<file path="config.mk">
export PLATFORM = sky130hd
export DESIGN_NAME = im2col_div
export DESIGN_NICKNAME = d
export VERILOG_FILES = /design/src/hdl/im2col_pkg.sv /design/src/hdl/im2col_div.sv
export SDC_FILE = /design/constraint.sdc
export NUM_CORES = 1
export LEC_CHECK = 0
export ABC_AREA = 1
export BUFFER_PORTS_ARGS = -buffer_cell sky130_fd_sc_hd__buf_2
export CORE_ASPECT_RATIO = 1.75
export CORE_MARGIN = 4
export CORE_UTILIZATION = 31
export CTS_BUF_LIST = sky130_fd_sc_hd__clkbuf_8 sky130_fd_sc_hd__clkbuf_16
export CTS_CLUSTER_SIZE = 25
export DETAILED_ROUTE_END_ITERATION = 12
export GPL_TIMING_DRIVEN = 0
export PLACE_DENSITY = 0.6
export SLEW_MARGIN = 20
export SYNTH_ARGS = -nofsm -noshare
export SYNTH_HDL_FRONTEND = slang
export SYNTH_SLANG_ARGS = --single-unit
</file>
<file path="constraint.sdc">
create_clock -name clk -period 2 [get_ports clk]
set_input_delay 0.4 -clock clk [delete_from_list [all_inputs] [get_ports clk]]
set_output_delay 0.4 -clock clk [all_outputs]
set_load 0.02 [all_outputs]
</file>
<file path="src/hdl/im2col_pkg.sv">
// Shared types and constants of the im2col patch expander.
// Used by the top level, the shared multiply-add unit and the grid divider.
// No dependencies.
package im2col_pkg;

    // Image store and sizing limits.
    localparam int STORE_WORDS  = 16384;
    localparam int STORE_AW     = $clog2(STORE_WORDS);
    localparam int MAX_KERNEL   = 8;
    localparam int MAX_CHANNELS = 16;

    // Datapath widths.
    localparam int MAC_W      = 24;
    localparam int MAC_BW     = 9;
    localparam int GRID_W     = 8;
    localparam int STEP_W     = 4;
    localparam int POS_W      = 12;
    localparam int KIDX_W     = 3;
    localparam int INDEX_W    = 22;
    localparam int CFG_IDX_W  = 3;
    localparam int CFG_DATA_W = 7;

    // Request codes.
    localparam logic REQ_WRITE  = 1'b0;
    localparam logic REQ_EXPAND = 1'b1;

    // Configuration register indexes.
    localparam logic [CFG_IDX_W-1:0] REG_IMAGE_HEIGHT = 3'd0;
    localparam logic [CFG_IDX_W-1:0] REG_IMAGE_WIDTH  = 3'd1;
    localparam logic [CFG_IDX_W-1:0] REG_KERNEL_ROWS  = 3'd2;
    localparam logic [CFG_IDX_W-1:0] REG_KERNEL_COLS  = 3'd3;
    localparam logic [CFG_IDX_W-1:0] REG_PAD_ROWS     = 3'd4;
    localparam logic [CFG_IDX_W-1:0] REG_PAD_COLS     = 3'd5;
    localparam logic [CFG_IDX_W-1:0] REG_STEP_ROWS    = 3'd6;
    localparam logic [CFG_IDX_W-1:0] REG_STEP_COLS    = 3'd7;

    // Configuration reset values.
    localparam logic [6:0] RST_IMAGE_HEIGHT = 7'd32;
    localparam logic [6:0] RST_IMAGE_WIDTH  = 7'd32;
    localparam logic [3:0] RST_KERNEL_ROWS  = 4'd3;
    localparam logic [3:0] RST_KERNEL_COLS  = 4'd3;
    localparam logic [2:0] RST_PAD_ROWS     = 3'd1;
    localparam logic [2:0] RST_PAD_COLS     = 3'd1;
    localparam logic [3:0] RST_STEP_ROWS    = 4'd1;
    localparam logic [3:0] RST_STEP_COLS    = 4'd1;

    // One operation of the shared multiply-add unit: a*b + c.
    typedef struct packed {
        logic signed [MAC_W-1:0]  a;
        logic signed [MAC_BW-1:0] b;
        logic signed [MAC_W-1:0]  c;
    } mac_op_t;

    // Request to and status from a grid divider.
    typedef struct packed {
        logic              go;
        logic [GRID_W-1:0] dividend;
        logic [STEP_W-1:0] divisor;
    } div_req_t;

    typedef struct packed {
        logic              busy;
        logic [GRID_W-1:0] quotient;
    } div_rsp_t;

endpackage

</file>
<file path="src/hdl/im2col_div.sv">
// Bit-serial restoring divider that sizes one axis of the output grid.
// Depends on im2col_pkg; one quotient bit per cycle.
module im2col_div import im2col_pkg::*;
(
    input  logic     clk,
    input  logic     rst_n,
    input  div_req_t req,
    output div_rsp_t rsp
);

    localparam int CNT_W = $clog2(GRID_W);

    logic              busy_reg;
    logic [CNT_W-1:0]  cnt_reg;
    logic [STEP_W-1:0] rem_reg;
    logic [STEP_W-1:0] div_reg;
    logic [GRID_W-1:0] quo_reg;
    logic [STEP_W:0]   trial;
    logic              fits;

    assign trial = {rem_reg, quo_reg[GRID_W-1]};
    assign fits  = trial >= {1'b0, div_reg};

    always_ff @(posedge clk or negedge rst_n)
    begin
        if (!rst_n)
        begin
            busy_reg <= 1'b0;
            cnt_reg  <= '0;
        end
        else if (req.go)
        begin
            busy_reg <= 1'b1;
            cnt_reg  <= '0;
        end
        else if (busy_reg)
        begin
            cnt_reg <= cnt_reg + 1'b1;
            if (cnt_reg == CNT_W'(GRID_W - 1))
            begin
                busy_reg <= 1'b0;
            end
        end
    end

    always_ff @(posedge clk)
    begin
        if (req.go)
        begin
            rem_reg <= '0;
            div_reg <= req.divisor;
            quo_reg <= req.dividend;
        end
        else if (busy_reg)
        begin
            rem_reg <= fits ? STEP_W'(trial - {1'b0, div_reg}) : trial[STEP_W-1:0];
            quo_reg <= {quo_reg[GRID_W-2:0], fits};
        end
    end

    assign rsp.busy     = busy_reg;
    assign rsp.quotient = quo_reg;

endmodule

</file>
# After elaboration in Yosys (flattened, before gate mapping)

Cells that the tools add are included.

Flip-flop bits (word level): 20
Bits of input ports: 15
Output and inout bits: 9
Logic and storage cells: 18

$add $sub $neg: 2
Order comparisons: 1
Equal/unequal tests: 1
Multiplexer cells: 8
Reductions and logical operators: 1

Operator list:

| operator              | count |
|---|---|
| $mux W8               | 2 |
| $mux W3               | 2 |
| $ge A5 B4 Y1          | 1 |
| $mux W4               | 1 |
| $sub A4 B4 Y4         | 1 |
| $add A3 B1 Y3 const B | 1 |
| $eq A3 B3 Y1 const B  | 1 |
| $mux W1               | 3 |
| $reduce_bool A2 Y1    | 1 |

# Logic depth before layout (Yosys ltp)

Depth in word-level cells: 4
Depth in mapped cells: 10
Depth with buffers taken out: 10

# Worst setup path before layout

Ideal clock, no wire load.

Path type: reg-to-reg
Start point: register quo_reg[7]
End point: register rem_reg[2]
Arrival: 1389 ps
Required time: 1887 ps
Path slack: 498 ps
Stages on the path, launching flop included: 8
Buffers on the path: 0
Path through: edfxtp_1 > inv_1 > ha_1 > fa_1 > xor2_1 > nand2_1 > nand3_1 > nand2_1

Cells in the longest elaborated chain, start to end: 2
Elaborated cells between the ends (all ways): 3
Those cells by class: add/sub (1); order compare (1); mux (1)

RTL lines:

| what                                          | RTL line                           | RTL |
|---|---|---|
| start: declaration                            | im2col_div.sv:17                   | `logic [GRID_W-1:0] quo_reg;` |
| start signal: assignment                      | im2col_div.sv:52                   | `quo_reg <= req.dividend;` |
| start signal: assignment                      | im2col_div.sv:57                   | `quo_reg <= {quo_reg[GRID_W-2:0], fits};` |
| $sub A4 B4 Y4 or $ge A5 B4 Y1 (tied branches) | im2col_div.sv:56, im2col_div.sv:22 |  |
| $mux W4 (*)                                   | im2col_div.sv:56                   | `rem_reg <= fits ? STEP_W'(trial - {1'b0, div_reg}) : trial[STEP_W-1:0];` |
| end signal: assignment                        | im2col_div.sv:56                   |  |
| end: declaration                              | im2col_div.sv:15                   | `logic [STEP_W-1:0] rem_reg;` |

Mark *: on every way between the ends. The rest lies on a longest branch, timed or not.
A chain may end at the register's enable or synchronous reset.

# Worst setup path in the final report

Start point: register rem_reg[1]
End point: register quo_reg[0] (data pin)

Cells in the longest elaborated chain, start to end: 3

RTL lines:

| what         | RTL line         | RTL |
|---|---|---|
| $ge A5 B4 Y1 | im2col_div.sv:22 | `assign fits = trial >= {1'b0, div_reg};` |
| $mux W8      | im2col_div.sv:54 | `else if (busy_reg)` |
| $mux W8      | im2col_div.sv:48 | `if (req.go)` |

Every way passes these cells. The select of a mux whose other input is x is not followed.

==> metrics <==
crit-path cells=ha_1 > a21oi_1 > nand2_1 > nand2_2 > a31oi_1; data required time of the worst path=2000 ps; Clock Power Share=0.225; Worst-Margin Slew=346 ps; Internal=0.000880 W; Routed WL=1.98 mm; Yosys reg bits=20; mapped cell area=991 um^2; area leader, netlist=edfxtp_1; Worst Setup SP=rem_reg[1]; fin nets=154; gpl congestion=0.727; R2R Path Start=rem_reg[1]; Syn Nets=125; Final Hold Viols=0; Ys Warns=0; Die W=50.7 um; # setup viols final=0; Psw=0.000444 W; clock-pin transition on the worst setup and hold timing paths=70 ps; Post-CTS Setup Bufs=0; Root Driver=clkbuf_8; max reg flops=8; min Tclk post-route=1490 ps; Mean Syn Cell Area=9.62 um^2; HP Start=req[0]; routed vias/inst=4.42; Die Y=82.8 um; Core Region=2990 um^2; clock skew=3.14 ps; period utilisation layout=0.746; Total GRT Usage=0.117; setup TNS=0 ps; CTS Sinks=20; Critical Path Max Stage Delay=360 ps; Max stage delay cell, worst path=ha_1; I/O pins=24; Leak Pwr=0.610 nW; Worst VDD drop=0.626 mV; Net Sw Frac=0.336; GRT Residual Overflow=0; Worst slew margin=0.769; Rows=26; status=finished, final reports clean; most common cell after layout, fill and taps aside=nand2_1; initial antenna violation count=0; residual DRC count=0; Post-Synthesis Cells=103; Peak Freq=670 MHz; Die ar.=4200 um^2; setup slack after layout=508 ps; critical path arrival=1490 ps; Post-CTS Resized=0; Synth cell types=23; RSZ-0062 raised after global routing=no; H-tree levels=1; maxcap violations=0; vias in the first global route=856; critical setup path kind=reg -> reg; Worst setup SP type=flip-flop; sequential fraction of the synthesis area=0.545; Comb pwr share=0.350; CTS tree=yes; largest net degree at the start of global routing=12; Synth area leaders=edfxtp_1 (36%), nand2_1 (14%), dfrtp_1 (10%); Initial Util=0.331; share of cells above drive strength 1=0.267; post-route ant nets=0; post-synth top area share=0.364; DR WL/cell=11.5 um; DRT Pass-1 Iters=4; share of power burned in registers=0.426; area grow syn2layout=23.5%; IO buf count=23; Slew Limit Fails=0; first-pass GRT wire length=3.68 mm; Worst Setup End Kind=flip-flop; DP HPWL=1.62 mm; cts hold-fix bufs=1; power density over cell area=1080 nW/um^2; Hold Crit Class=in -> reg; Via Count=765; later-pin clock latency in the skew report=250 ps; Critical Path Fanout Max=6; Post-Place Setup Slack=406 ps; ANT cells=0; TritonCTS Buffers=3; maximum clock path buffer count=2; DR iter-0 viols=11; commonest non-fill, non-tap cells in the layout=nand2_1 (37), buf_2 (25), edfxtp_1 (12)
-- worst paths after layout --
| path | endpoint | slack [ps] | cells after the start |
|---|---|---|---|
| max in group asynchronous | cnt_reg[2] | 1420 | 2 |
| setup reg to reg | quo_reg[0] | 510 | 5 |
| setup / recovery | quo_reg[0] | 510 | 5 |
| hold / removal | div_reg[0] | 320 | 1 |
| min in group asynchronous | busy_reg | 470 | 2 |
| hold reg to reg | rem_reg[3] | 470 | 2 |
-- power by group through the flow --
stage	clock network, W	logic [W]	registers (W)
6_report	0.000298	0.000463	0.000564
2_1_floorplan	0	0.000326	0.000590
4_1_cts	0.000308	0.000474	0.000566
3_5_place_dp	0	0.000471	0.000572
3_3_place_gp	0	0.000453	0.000570
5_1_grt	0.000326	0.000538	0.000576
-- final cells by class --
type | instances | area, um^2
timing repair buffer | 24 | 125
clock buffer | 4 | 55.1
inverter | 11 | 41.3
fill | 320 | 1770
buffer | 3 | 17.5
tap | 42 | 52.6
multi-input combinational | 69 | 392
sequential | 20 | 541
-- routing by layer --
metal / share of wire / track usage / up-vias
met5: 0 / 0 / -
met4: 0.026 / 0.0728 / 0
met3: 0.055 / 0.0161 / 5
met2: 0.54 / 0.216 / 26
met1: 0.37 / 0.125 / 346
li1: - / - / 388
-- through the flow --
stage | instance area (um^2) | std cells | power, W | hold slack [ps] | util
2_1_floorplan | 991 | 103 | 0.000916 | 104 | -
3_3_place_gp | 1160 | 168 | 0.00102 | 205 | 0.387
3_5_place_dp | 1160 | 168 | 0.00104 | 208 | 0.387
4_1_cts | 1220 | 173 | 0.00135 | 314 | 0.409
5_1_grt | 1220 | 173 | 0.00144 | 311 | 0.409
6_report | 1220 | 173 | 0.00132 | 321 | 0.409
-- cell families after synthesis --
kind of cell    share of synthesized area
simple gates                        0.227
flops                               0.545
buf+inv                            0.0593
compound gates                     0.0543
fa+ha+maj                          0.0960
xor+xnor                           0.0177
-- critical path: cells and delay by family (launching register included) --
family | cells | cell delay, ps
and+or+nand+nor | 2 | 290
AOI/OAI and AO/OA | 2 | 260
adders and majority gates | 1 | 360
DFF | 1 | 340
-- synth_stat cells --
cell,instances
nor2_2,1
nand2_2,1
nand3b_1,1
ha_1,6
dfrtp_1,4
nor2_1,4
o21a_4,1
nand2_4,1
a31oi_1,1
clkinv_1,1
nand3_1,8
buf_2,2
fa_1,1
dfxtp_1,4
nand2_1,37
xor2_1,1
inv_1,9
a21oi_1,3
inv_2,1
edfxtp_1,12
buf_4,1
xnor2_1,1
a22o_1,2
(Power assumes the default switching activity.)
