$ cat config.mk
export PLATFORM = sky130hd
export DESIGN_NAME = im2col_mac
export DESIGN_NICKNAME = d
export VERILOG_FILES = /design/src/hdl/im2col_pkg.sv /design/src/hdl/im2col_mac.sv
export SDC_FILE = /design/constraint.sdc
export NUM_CORES = 1
export LEC_CHECK = 0
export BUFFER_PORTS_ARGS = -buffer_cell sky130_fd_sc_hd__buf_2
export CORE_MARGIN = 2
export CORE_UTILIZATION = 45
export CTS_CLUSTER_SIZE = 16
export DETAILED_ROUTE_END_ITERATION = 12
export SYNTH_ARGS = -nofsm -noshare
export SYNTH_HDL_FRONTEND = slang
export SYNTH_SLANG_ARGS = --single-unit
export TNS_END_PERCENT = 20
$ cat constraint.sdc
create_clock -name clk -period 6.35 [get_ports clk]
set_input_delay 0.635 -clock clk [delete_from_list [all_inputs] [get_ports clk]]
set_output_delay 0.635 -clock clk [all_outputs]
set_load 0.05 [all_outputs]
$ cat src/hdl/im2col_pkg.sv
// Shared types and constants of the im2col patch expander.
// Used by the top level, the shared multiply-add unit and the grid divider.
// No dependencies.
package im2col_pkg;

    // Image store and sizing limits.
    localparam int STORE_WORDS  = 16384;
    localparam int STORE_AW     = $clog2(STORE_WORDS);
    localparam int MAX_KERNEL   = 8;
    localparam int MAX_CHANNELS = 16;

    // Datapath widths.
    localparam int MAC_W      = 24;
    localparam int MAC_BW     = 9;
    localparam int GRID_W     = 8;
    localparam int STEP_W     = 4;
    localparam int POS_W      = 12;
    localparam int KIDX_W     = 3;
    localparam int INDEX_W    = 22;
    localparam int CFG_IDX_W  = 3;
    localparam int CFG_DATA_W = 7;

    // Request codes.
    localparam logic REQ_WRITE  = 1'b0;
    localparam logic REQ_EXPAND = 1'b1;

    // Configuration register indexes.
    localparam logic [CFG_IDX_W-1:0] REG_IMAGE_HEIGHT = 3'd0;
    localparam logic [CFG_IDX_W-1:0] REG_IMAGE_WIDTH  = 3'd1;
    localparam logic [CFG_IDX_W-1:0] REG_KERNEL_ROWS  = 3'd2;
    localparam logic [CFG_IDX_W-1:0] REG_KERNEL_COLS  = 3'd3;
    localparam logic [CFG_IDX_W-1:0] REG_PAD_ROWS     = 3'd4;
    localparam logic [CFG_IDX_W-1:0] REG_PAD_COLS     = 3'd5;
    localparam logic [CFG_IDX_W-1:0] REG_STEP_ROWS    = 3'd6;
    localparam logic [CFG_IDX_W-1:0] REG_STEP_COLS    = 3'd7;

    // Configuration reset values.
    localparam logic [6:0] RST_IMAGE_HEIGHT = 7'd32;
    localparam logic [6:0] RST_IMAGE_WIDTH  = 7'd32;
    localparam logic [3:0] RST_KERNEL_ROWS  = 4'd3;
    localparam logic [3:0] RST_KERNEL_COLS  = 4'd3;
    localparam logic [2:0] RST_PAD_ROWS     = 3'd1;
    localparam logic [2:0] RST_PAD_COLS     = 3'd1;
    localparam logic [3:0] RST_STEP_ROWS    = 4'd1;
    localparam logic [3:0] RST_STEP_COLS    = 4'd1;

    // One operation of the shared multiply-add unit: a*b + c.
    typedef struct packed {
        logic signed [MAC_W-1:0]  a;
        logic signed [MAC_BW-1:0] b;
        logic signed [MAC_W-1:0]  c;
    } mac_op_t;

    // Request to and status from a grid divider.
    typedef struct packed {
        logic              go;
        logic [GRID_W-1:0] dividend;
        logic [STEP_W-1:0] divisor;
    } div_req_t;

    typedef struct packed {
        logic              busy;
        logic [GRID_W-1:0] quotient;
    } div_rsp_t;

endpackage

$ cat src/hdl/im2col_mac.sv
// Shared multiply-add unit of the im2col expander, one registered a*b + c per cycle.
// Depends on im2col_pkg.
module im2col_mac import im2col_pkg::*;
(
    input  logic                    clk,
    input  mac_op_t                 op,
    output logic signed [MAC_W-1:0] q
);

    logic signed [MAC_W+MAC_BW-1:0] prod;

    assign prod = op.a * op.b;

    always_ff @(posedge clk)
    begin
        q <= prod[MAC_W-1:0] + op.c;
    end

endmodule

# Yosys cells after proc, flatten, opt, wreduce, memory -nomap -nowiden
# Cells that the tools add are included.
# op_classes
addsub	1
mul	1
# op_table
op	count
adder 24 bit	1
multiplier 24 x 9 -> 24 bit	1
# word_totals
wordCells	3
register_bits	24
output_inout_bits	24

# Longest topological paths before layout
# Gate-level depths: netlist (run 1).
# depth
depth_word	2
depth_mapped	20

# Worst setup path before layout (run 1)
# OpenSTA, ideal clock, no wires.
# synth_timing
path_kind	in2reg
start	input op[28] in the netlist's numbering
end	register q[23]
stages	18
t_required_ns	6.278
setup_time_ns	0.072
slack_ns	1.047
arrival_ns	5.231
path_buffers	2
cell_sequence	clkbuf_1 -> clkbuf_1 -> nand2_1 -> fa_1 -> inv_1 -> fa_1 -> fa_1 -> fa_1 -> inv_1 -> fa_1 -> inv_1 -> ha_1 -> a21oi_1 -> o21ai_1 -> a221o_1 -> or3_1 -> o22ai_1 -> xnor2_1
# synth_between
elab_chain_len	2
# synth_rtl
item	line_no	text
from (decl)	im2col_mac.sv:6	input mac_op_t op,
multiplier 24 x 9 -> 24 bit	im2col_mac.sv:12	assign prod = op.a * op.b;
adder 24 bit	im2col_mac.sv:16	q <= prod[MAC_W-1:0] + op.c;
to (signal assigned)	im2col_mac.sv:16	
to (decl)	im2col_mac.sv:7	output logic signed [MAC_W-1:0] q
# Every way passes these cells.

# Worst setup path in the final report (run 1)
# layout_timing
start	input op[27] in the netlist's numbering
end	register q[23]
# Same word-level chain as after synthesis.

==> results.md, run 1 <==
- Row cnt: 44
- Register area: 480 µm²
- Total track usage: about 20%
- Routed Antenna Nets: 0
- Mapped cell area: about 6600 µm²
- Crit path DAT: 5.61 ns
- Die H: ~130 µm
- Post-Syn Area per Cell: 8.78 µm²
- Setup Buffers After CTS: 0
- Crit path launch type: primary input
- Setup TNS Final: 0 ns
- GP Congestion: between 0.8 and 0.9
- Post-layout min period: about 5.4 ns
- Post-route insts no fill: 991
- Remaining global-route overflow: 0
- CTS resizes: 0
- Status: completed
- DR iter-0 viols: 210
- Largest register FFs: 24
- Fillers: around 1400
- Bufs and invs on worst path: 4
- Final Setup Violations: 0
- Initial antenna violation count: 0
- Vias per Instance: around 5.0
- Inst Count DP: roughly 990
- Critical path type: primary input to flop
- Crit path capture type: flop
- Clock tree buffer depth: 2
- Slew HR: ~60%
- Pin count of the biggest net entering global routing: 25
- CTS sink cnt: 24
- CP Max Fanout: 21
- Most flops, register: q
- Initial cell density of the core: 45.8%
- Final Net Count: 1068
- Tightest Hold Check Type: primary input to flop
- Clk root buf: clkbuf_16
- Final period util: a little under nine tenths
- Mapped Cells: ~750
- IO Pins: 82
- FF+latch count, synth: 24
- Register area share after synthesis: under 10%
- Die Wd: between 100 and 150 µm
- CTS buffer count: 3
- Layout cell share with drive strength beyond 1: 11.5%
- Slowest CP cell: fa_1
- DIE AREA: around 16000 µm²
- Post-route setup slack: between 0.9 and 1 ns
- Core ar.: 14400 µm²
- Slowest cell delay on critical path: between 0.5 and 0.6 ns
- TritonCTS clock tree: built
- Crit path cell chain: buf_2 > nand2_1 > fa_1 > inv_1 > fa_1 > fa_1 > fa_1 > inv_1 > fa_1 > inv_1 > ha_1 > a21oi_1 > o21ai_1 > a221o_1 > or3_1 > o22ai_1 > xnor2_1
- DR vias: 4932
- # diodes: 0
- RSZ-0062 raised after global routing: no
- Area Overhead vs Synth: 9.41%
- Crit-path most repeated cell: fa_1
- Number of global-route vias before repair: 5450
- Critical Path RT: roughly 6.6 ns
- DPL Wire Length: 12200 µm
- Post-Place Setup Slack: between 0.6 and 0.7 ns
- Wire per inst: around 15 µm
- Pin slew with the least headroom to its limit: 0.585 ns
- CTS H-tree depth: 1
- Final wirelength: about 15000 µm
- Post-synth ARST share: 0%
- Fin. Hold Viols: 0
- First-pass GRT wire length: about 26000 µm
- Number of flops mapped to enable cells by yosys: 0
- Max-slew violation count: 0
- YS warnings: 0
- CP top delay family: adder cells
- Largest registers: q (24)
- # hold bufs at CTS: 0
- Syn_nets: 1013
- Area occupied by multi-input gates: about 5300 µm²
- Pre-antenna DRT Iters: 5
- Netlist cell types: 40
- IO Port Bufs: 81
- Ys flop type: dfxtp_1
- Max Fclk: 0.185 GHz
- # DRC: 0
- Utilization after layout: 50.1%
- Clock slew at reported path FFs: about 0.07 ns
- Maxcap violations: 0
-- kinds of logic after synthesis --
family / Yosys count / share of synthesized area (%)
compound gates: 56 / 5.78
xor+xnor: 36 / 4.77
fa+ha+maj: 202 / 54.5
buf+inv: 220 / 12.5
flops: 24 / 7.27
simple gates: 215 / 15.1
-- through the flow --
stage | hold WS, ns | instance area [µm²]
after global routing | 0.590 | 7230
final | 0.593 | 7230
after floorplan | 0.765 | 6610
after global placement | 0.858 | 7120
after CTS | 0.593 | 7230
after detailed placement | 0.877 | 7120
-- worst paths after layout --
| kind | cells after the start | endpoint | from | slack [ns] |
|---|---|---|---|---|
| worst max-delay path | 17 | q[23]$_DFF_P_ | op[27] | 0.94 |
| worst min-delay path | 2 | q[0]$_DFF_P_ | op[0] | 0.59 |
-- cell usage in the layout (no fill, tap or decap), types with 4 or more instances in the layout --
cell / instances
a21o_1: 5
a21oi_1: 15
and2_1: 59
buf_2: 81
dfxtp_1: 24
fa_1: 143
ha_1: 59
inv_1: 188
nand2_1: 116
nand2b_1: 5
nand3_1: 4
nor2_1: 20
nor3_1: 4
o21ai_0: 6
o21ai_1: 7
o21bai_1: 4
xnor2_1: 30
xor2_1: 6
-- routing by layer --
| metal | share of wire (%) | track usage [%] | up-vias |
|---|---|---|---|
| met5 | 0 | 0 | - |
| met4 | 2.6 | 6.27 | 0 |
| met3 | 4.9 | 1.63 | 23 |
| met2 | 48 | 34.3 | 147 |
| met1 | 44 | 27.2 | 2458 |
| li1 | - | - | 2304 |
-- cell type report --
class                           instances  area share (%)
Clock buffer                            3            1.04
Clock inverter                          1           0.415
Inverter                              189            9.81
Multi-Input combinational cell        509            73.3
Sequential cell                        24            6.65
Tap cell                              184            3.18
Timing Repair Buffer                   81            5.61
-- cell usage after synthesis (all sizes together), types with 4 or more instances --
| cell | instances | area [µm²] |
|---|---|---|
| a211oi | 4 | 45.1 |
| a21o | 6 | 46.3 |
| a21oi | 15 | 75.1 |
| and2 | 59 | 369 |
| clkbuf | 29 | 109 |
| dfxtp | 24 | 480 |
| fa | 143 | 2860 |
| ha | 59 | 738 |
| inv | 189 | 709 |
| nand2 | 116 | 435 |
| nand2b | 5 | 31.3 |
| nand3 | 4 | 20.0 |
| nor2 | 20 | 75.1 |
| nor3 | 5 | 30.0 |
| o21ai | 13 | 65.1 |
| o21bai | 4 | 30.0 |
| xnor2 | 30 | 263 |
| xor2 | 6 | 52.6 |
Power of run 1 is not shown: default switching activity piles up to over one toggle a cycle in this logic, so the estimate is an artifact.
==> run 2: changes to the inputs <==
--- a/config.mk
+++ b/config.mk
@@ -6,10 +6,13 @@
 export NUM_CORES = 1
 export LEC_CHECK = 0
 export BUFFER_PORTS_ARGS = -buffer_cell sky130_fd_sc_hd__buf_2
+export CELL_PAD_IN_SITES_DETAIL_PLACEMENT = 1
+export CELL_PAD_IN_SITES_GLOBAL_PLACEMENT = 2
 export CORE_MARGIN = 2
-export CORE_UTILIZATION = 45
+export CORE_UTILIZATION = 37
 export CTS_CLUSTER_SIZE = 16
 export DETAILED_ROUTE_END_ITERATION = 12
+export PLACE_DENSITY_LB_ADDON = 0.1
 export SYNTH_ARGS = -nofsm -noshare
 export SYNTH_HDL_FRONTEND = slang
 export SYNTH_SLANG_ARGS = --single-unit
==> run 2 against run 1 <==
  * Non-clock buffer count stayed put
  * Count of clock-buffer cells in the layout stayed put
  * Fmax is 2.1% lower
==> results.md, run 2 (synthesis gave the netlist of run 1 again) <==
- Status: completed
- Crit path cell chain: buf_2 > nand2_1 > fa_1 > inv_1 > fa_1 > inv_1 > fa_1 > inv_1 > fa_1 > inv_1 > fa_1 > inv_1 > ha_1 > nand2_1 > o21ai_1 > nand4_1 > a211oi_2 > o22ai_1 > xnor2_1
- IO Port Bufs: 81 (unchanged)
- TritonCTS clock tree: built
- Final Net Count: 1068 (unchanged)
- Fillers: 2088 (+51%)
- Tightest Hold Check Type: primary input to flop
- Most common cell after layout, fill and taps aside: inv_1
- DPL Wire Length: 14600 µm (+20%)
- Die Wd: 138 µm (+10%)
- # diodes: 0 (unchanged)
- Layout cell share with drive strength beyond 1: 11.5% (unchanged)
- Final period util: 87.1% (+1.8 points)
- Pin count of the biggest net entering global routing: 25 (unchanged)
- DR vias: 4951 (+0.39%)
- Pin slew with the least headroom to its limit: 0.624 ns (+0.0388 ns)
- Routed Antenna Nets: 0 (unchanged)
- Row cnt: 48 (+9.1%)
- CTS sink cnt: 24 (unchanged)
- Clk root buf: clkbuf_16
- Initial cell density of the core: 38.1% (-7.7 points)
- Clock slew at reported path FFs: 0.08 ns (about the same)
- Initial antenna violation count: 0 (unchanged)
- Core ar.: 17400 µm² (+20%)
- Setup Buffers After CTS: 0 (unchanged)
- Slew HR: 58.4% (-2.6 points)
- Crit path DAT: 5.69 ns (+0.08 ns)
- # DRC: 0 (unchanged)
- DR iter-0 viols: 161 (-23%)
- Pre-antenna DRT Iters: 4 (-1)
- Largest registers: q (24)
- CTS buffer count: 3 (unchanged)
- Area Overhead vs Synth: 10.2%
- Critical path type: primary input to flop
- Final wirelength: 17000 µm (+16%)
- Setup TNS Final: 0 ns (unchanged)
- CTS H-tree depth: 1 (unchanged)
- Vias per Instance: 4.80 (-3.6%)
- Wire per inst: 16.4 µm (+12%)
- Most flops, register: q
- Fin. Hold Viols: 0 (unchanged)
- Remaining global-route overflow: 0 (unchanged)
- Crit path launch type: primary input
- RSZ-0062 raised after global routing: no
- Slowest cell delay on critical path: 0.55 ns (-0.02 ns)
- Register area: 480 µm² (unchanged)
- CTS resizes: 0 (unchanged)
- Max Fclk: 0.181 GHz (-2.1%)
- Number of global-route vias before repair: 5667 (+4.0%)
- Crit path capture type: flop
- Clock tree buffer depth: 2 (unchanged)
- Final Setup Violations: 0 (unchanged)
- Critical Path RT: 6.51 ns (-0.04 ns)
- Maxcap violations: 0 (unchanged)
- GP Congestion: 0.804 (-8.5%)
- Slowest CP cell: fa_1
- Post-layout min period: 5.53 ns (+0.117 ns)
- First-pass GRT wire length: 28200 µm (+11%)
- DIE AREA: 18900 µm² (+21%)
- Max-slew violation count: 0 (unchanged)
- Largest register FFs: 24 (unchanged)
- Die H: 138 µm (+10%)
- Area occupied by multi-input gates: 5300 µm² (unchanged)
- Utilization after layout: 41.9% (-8.2 points)
- # hold bufs at CTS: 0 (unchanged)
- Total track usage: 19.4% (-0.60 points)
- IO Pins: 82 (unchanged)
- Most frequent cells in the layout: inv_1, fa_1, nand2_1, buf_2
- CP Max Fanout: 24 (+14%)
-- run 2: layout make-up --
cell class | instances | share of cell area (%)
multi-input combinational | 509 | 72.8
inverter | 189 | 9.74
sequential | 24 | 6.60
timing repair buffer | 81 | 5.57
tap | 225 | 3.87
clock buffer | 3 | 1.03
clock inverter | 1 | 0.412
-- run 2: layer usage --
metal,vias up,track usage (%),routed length [µm]
met4,0,4.07,288
met1,2566,25.0,7360
met2,68,35.6,8890
met3,14,1.58,430
li1,2303,-,-
met5,-,0,0
-- run 2: worst max-delay path: cells and delay by family --
family | cells | cell delay [ns]
xor gates and xnor gates | 1 | 0.15
and+or+nand+nor | 3 | 0.53
buffers and inverters | 6 | 0.61
AOI/OAI and AO/OA | 3 | 0.90
adders and majority gates | 6 | 2.84
-- run 2: worst paths after layout --
| path | start | to | slack, ns | depth (start not counted) |
|---|---|---|---|---|
| setup / recovery | op[24] | q[23]$_DFF_P_ | 0.82 | 19 |
| hold / removal | op[0] | q[0]$_DFF_P_ | 0.57 | 2 |
-- run 2: stage by stage --
stage	cells	cell area [µm²]	hold slack (ns)	setup slack [ns]
after floorplan	753	6610	0.765	1.05
after global placement	1028	7180	0.861	0.589
after detailed placement	1028	7180	0.866	0.497
after CTS	1032	7280	0.574	0.794
after global routing	1032	7280	0.589	0.543
final	1032	7280	0.574	0.822
Power of run 2 is left out for the same reason.
==> run 3: changes to the inputs <==
--- a/config.mk
+++ b/config.mk
@@ -10,9 +10,11 @@
 export CELL_PAD_IN_SITES_GLOBAL_PLACEMENT = 2
 export CORE_MARGIN = 2
 export CORE_UTILIZATION = 37
+export CTS_CLUSTER_DIAMETER = 100
 export CTS_CLUSTER_SIZE = 16
 export DETAILED_ROUTE_END_ITERATION = 12
 export PLACE_DENSITY_LB_ADDON = 0.1
+export RECOVER_POWER = 25
 export SYNTH_ARGS = -nofsm -noshare
 export SYNTH_HDL_FRONTEND = slang
 export SYNTH_SLANG_ARGS = --single-unit
==> run 3 against run 2 <==
  * Utilization decreased by 0.079 points
  * Fmax about the same
  * Wire length about the same
  * Global-route usage unchanged
  * Sequential share of layout area about the same
  * Largest cell class unchanged
==> results.md, run 3 (synthesis gave the netlist of run 1 again) <==
- Clock slew at reported path FFs: 0.08 ns (about the same)
- CTS H-tree depth: 1 (unchanged)
- Pre-antenna DRT Iters: 4 (unchanged)
- DR iter-0 viols: 161 (unchanged)
- # hold bufs at CTS: 0 (unchanged)
- Pin count of the biggest net entering global routing: 25 (unchanged)
- Crit path DAT: 5.69 ns (about the same)
- WHS Endpoint: q[0]$_DFF_P_
- Core ar.: 17400 µm² (unchanged)
- # DRC: 0 (unchanged)
- Clk root buf: clkbuf_16
- Setup Buffers After CTS: 0 (unchanged)
- Post-route cell area: 7270 µm² (-0.19%)
- Register area: 480 µm² (unchanged)
- CTS buffer count: 3 (unchanged)
- Largest registers: q (24)
- Row cnt: 48 (unchanged)
- Remaining global-route overflow: 0 (unchanged)
- Crit path capture type: flop
- Placement Cell Area: 7180 µm² (unchanged)
- DPL Wire Length: 14600 µm (unchanged)
- Tightest Hold Check Type: primary input to flop
- CP Max Fanout: 24 (unchanged)
- Status: completed
- CTS resizes: 0 (unchanged)
- Max-slew violation count: 0 (unchanged)
- First-pass GRT wire length: 28200 µm (unchanged)
- DIE AREA: 18900 µm² (unchanged)
- Total track usage: 19.4% (unchanged)
- Fillers: 2087 (-0.048%)
- Maxcap violations: 0 (unchanged)
- Clock tree buffer depth: 2 (unchanged)
- Setup TNS Final: 0 ns (unchanged)
- Wire per inst: 16.5 µm (about the same)
- Largest register FFs: 24 (unchanged)
- Most common cell after layout, fill and taps aside: inv_1
- Slew HR: 58.4% (about the same)
- Die H: 138 µm (unchanged)
- Pin slew with the least headroom to its limit: 0.624 ns (-0.000138 ns)
- Vias per Instance: 4.79 (about the same)
- Initial cell density of the core: 38.1% (unchanged)
- DR vias: 4947 (-0.081%)
- Final wirelength: 17000 µm (about the same)
- Layout cell share with drive strength beyond 1: 10.2% (-1.4 points)
- Most frequent cells in the layout: inv_1, fa_1, nand2_1, buf_2
- Critical path type: primary input to flop
- Die Wd: 138 µm (unchanged)
- Final Net Count: 1068 (unchanged)
- IO Port Bufs: 81 (unchanged)
- GP Congestion: 0.804 (unchanged)
- # diodes: 0 (unchanged)
- IO Pins: 82 (unchanged)
- HP Start: op[0]
- Final period util: 87.0% (about the same)
- Hold path depth: 2 (unchanged)
- Routed Antenna Nets: 0 (unchanged)
- RSZ-0062 raised after global routing: no
- CTS sink cnt: 24 (unchanged)
- Area occupied by multi-input gates: 5300 µm² (unchanged)
- Number of global-route vias before repair: 5667 (unchanged)
- Max Fclk: 0.181 GHz (about the same)
- Final Setup Violations: 0 (unchanged)
- Most flops, register: q
- Area Overhead vs Synth: 9.98%
- Crit path launch type: primary input
- Fin. Hold Viols: 0 (unchanged)
- Initial antenna violation count: 0 (unchanged)
- Post-layout min period: 5.53 ns (-0.000470 ns)
- TritonCTS clock tree: built
- Critical Path RT: 6.51 ns (about the same)
-- run 3: cell types whose count changed in the layout (fill, tap and decap cells not counted) --
cell and change:
buf_2 -11, clkbuf_1 +11
-- run 3: routing by layer --
layer | vias up | global-route usage, % | share of wire [%]
met5 | - | 0 | 0
met4 | 0 | 4.07 | 1.7
met3 | 14 | 1.58 | 2.6
met2 | 70 | 35.6 | 52
met1 | 2560 | 25.0 | 43
li1 | 2303 | - | -
-- run 3: layout make-up --
type	count	share of cell area [%]
Sequential cell	24	6.61
Clock inverter	1	0.413
Timing Repair Buffer	81	5.39
Tap cell	225	3.87
Multi-Input combinational cell	509	72.9
Clock buffer	3	1.03
Inverter	189	9.76
-- run 3: worst max-delay path, cell delays in order --
cell	delay [ns]
buf_2	0.36
nand2_1	0.14
fa_1	0.55
inv_1	0.05
fa_1	0.50
inv_1	0.06
fa_1	0.53
inv_1	0.05
fa_1	0.47
inv_1	0.05
fa_1	0.47
inv_1	0.04
ha_1	0.32
nand2_1	0.09
o21ai_1	0.34
nand4_1	0.30
a211oi_2	0.40
o22ai_1	0.16
xnor2_1	0.15
-- run 3: through the flow --
step / setup slack, ns / utilization [%] / hold WS, ns / std cells
5_1_grt: 0.543 / 41.9 / 0.589 / 1032
2_1_floorplan: 1.05 / - / 0.765 / 753
6_report: 0.823 / 41.9 / 0.574 / 1032
4_1_cts: 0.794 / 41.9 / 0.574 / 1032
3_5_place_dp: 0.497 / 41.3 / 0.866 / 1028
3_3_place_gp: 0.589 / 41.3 / 0.861 / 1028
-- run 3: how the worst max path moves through the flow --
stage	from	to	slack, ns
floorplan	op[28]	q[23]$_DFF_P_	1.05
global placement	op[24]	q[23]$_DFF_P_	0.59
detailed placement	op[24]	q[23]$_DFF_P_	0.50
CTS	op[24]	q[13]$_DFF_P_	0.79
global route	op[24]	q[23]$_DFF_P_	0.54
finish	op[24]	q[23]$_DFF_P_	0.82
Power of run 3 is left out for the same reason.
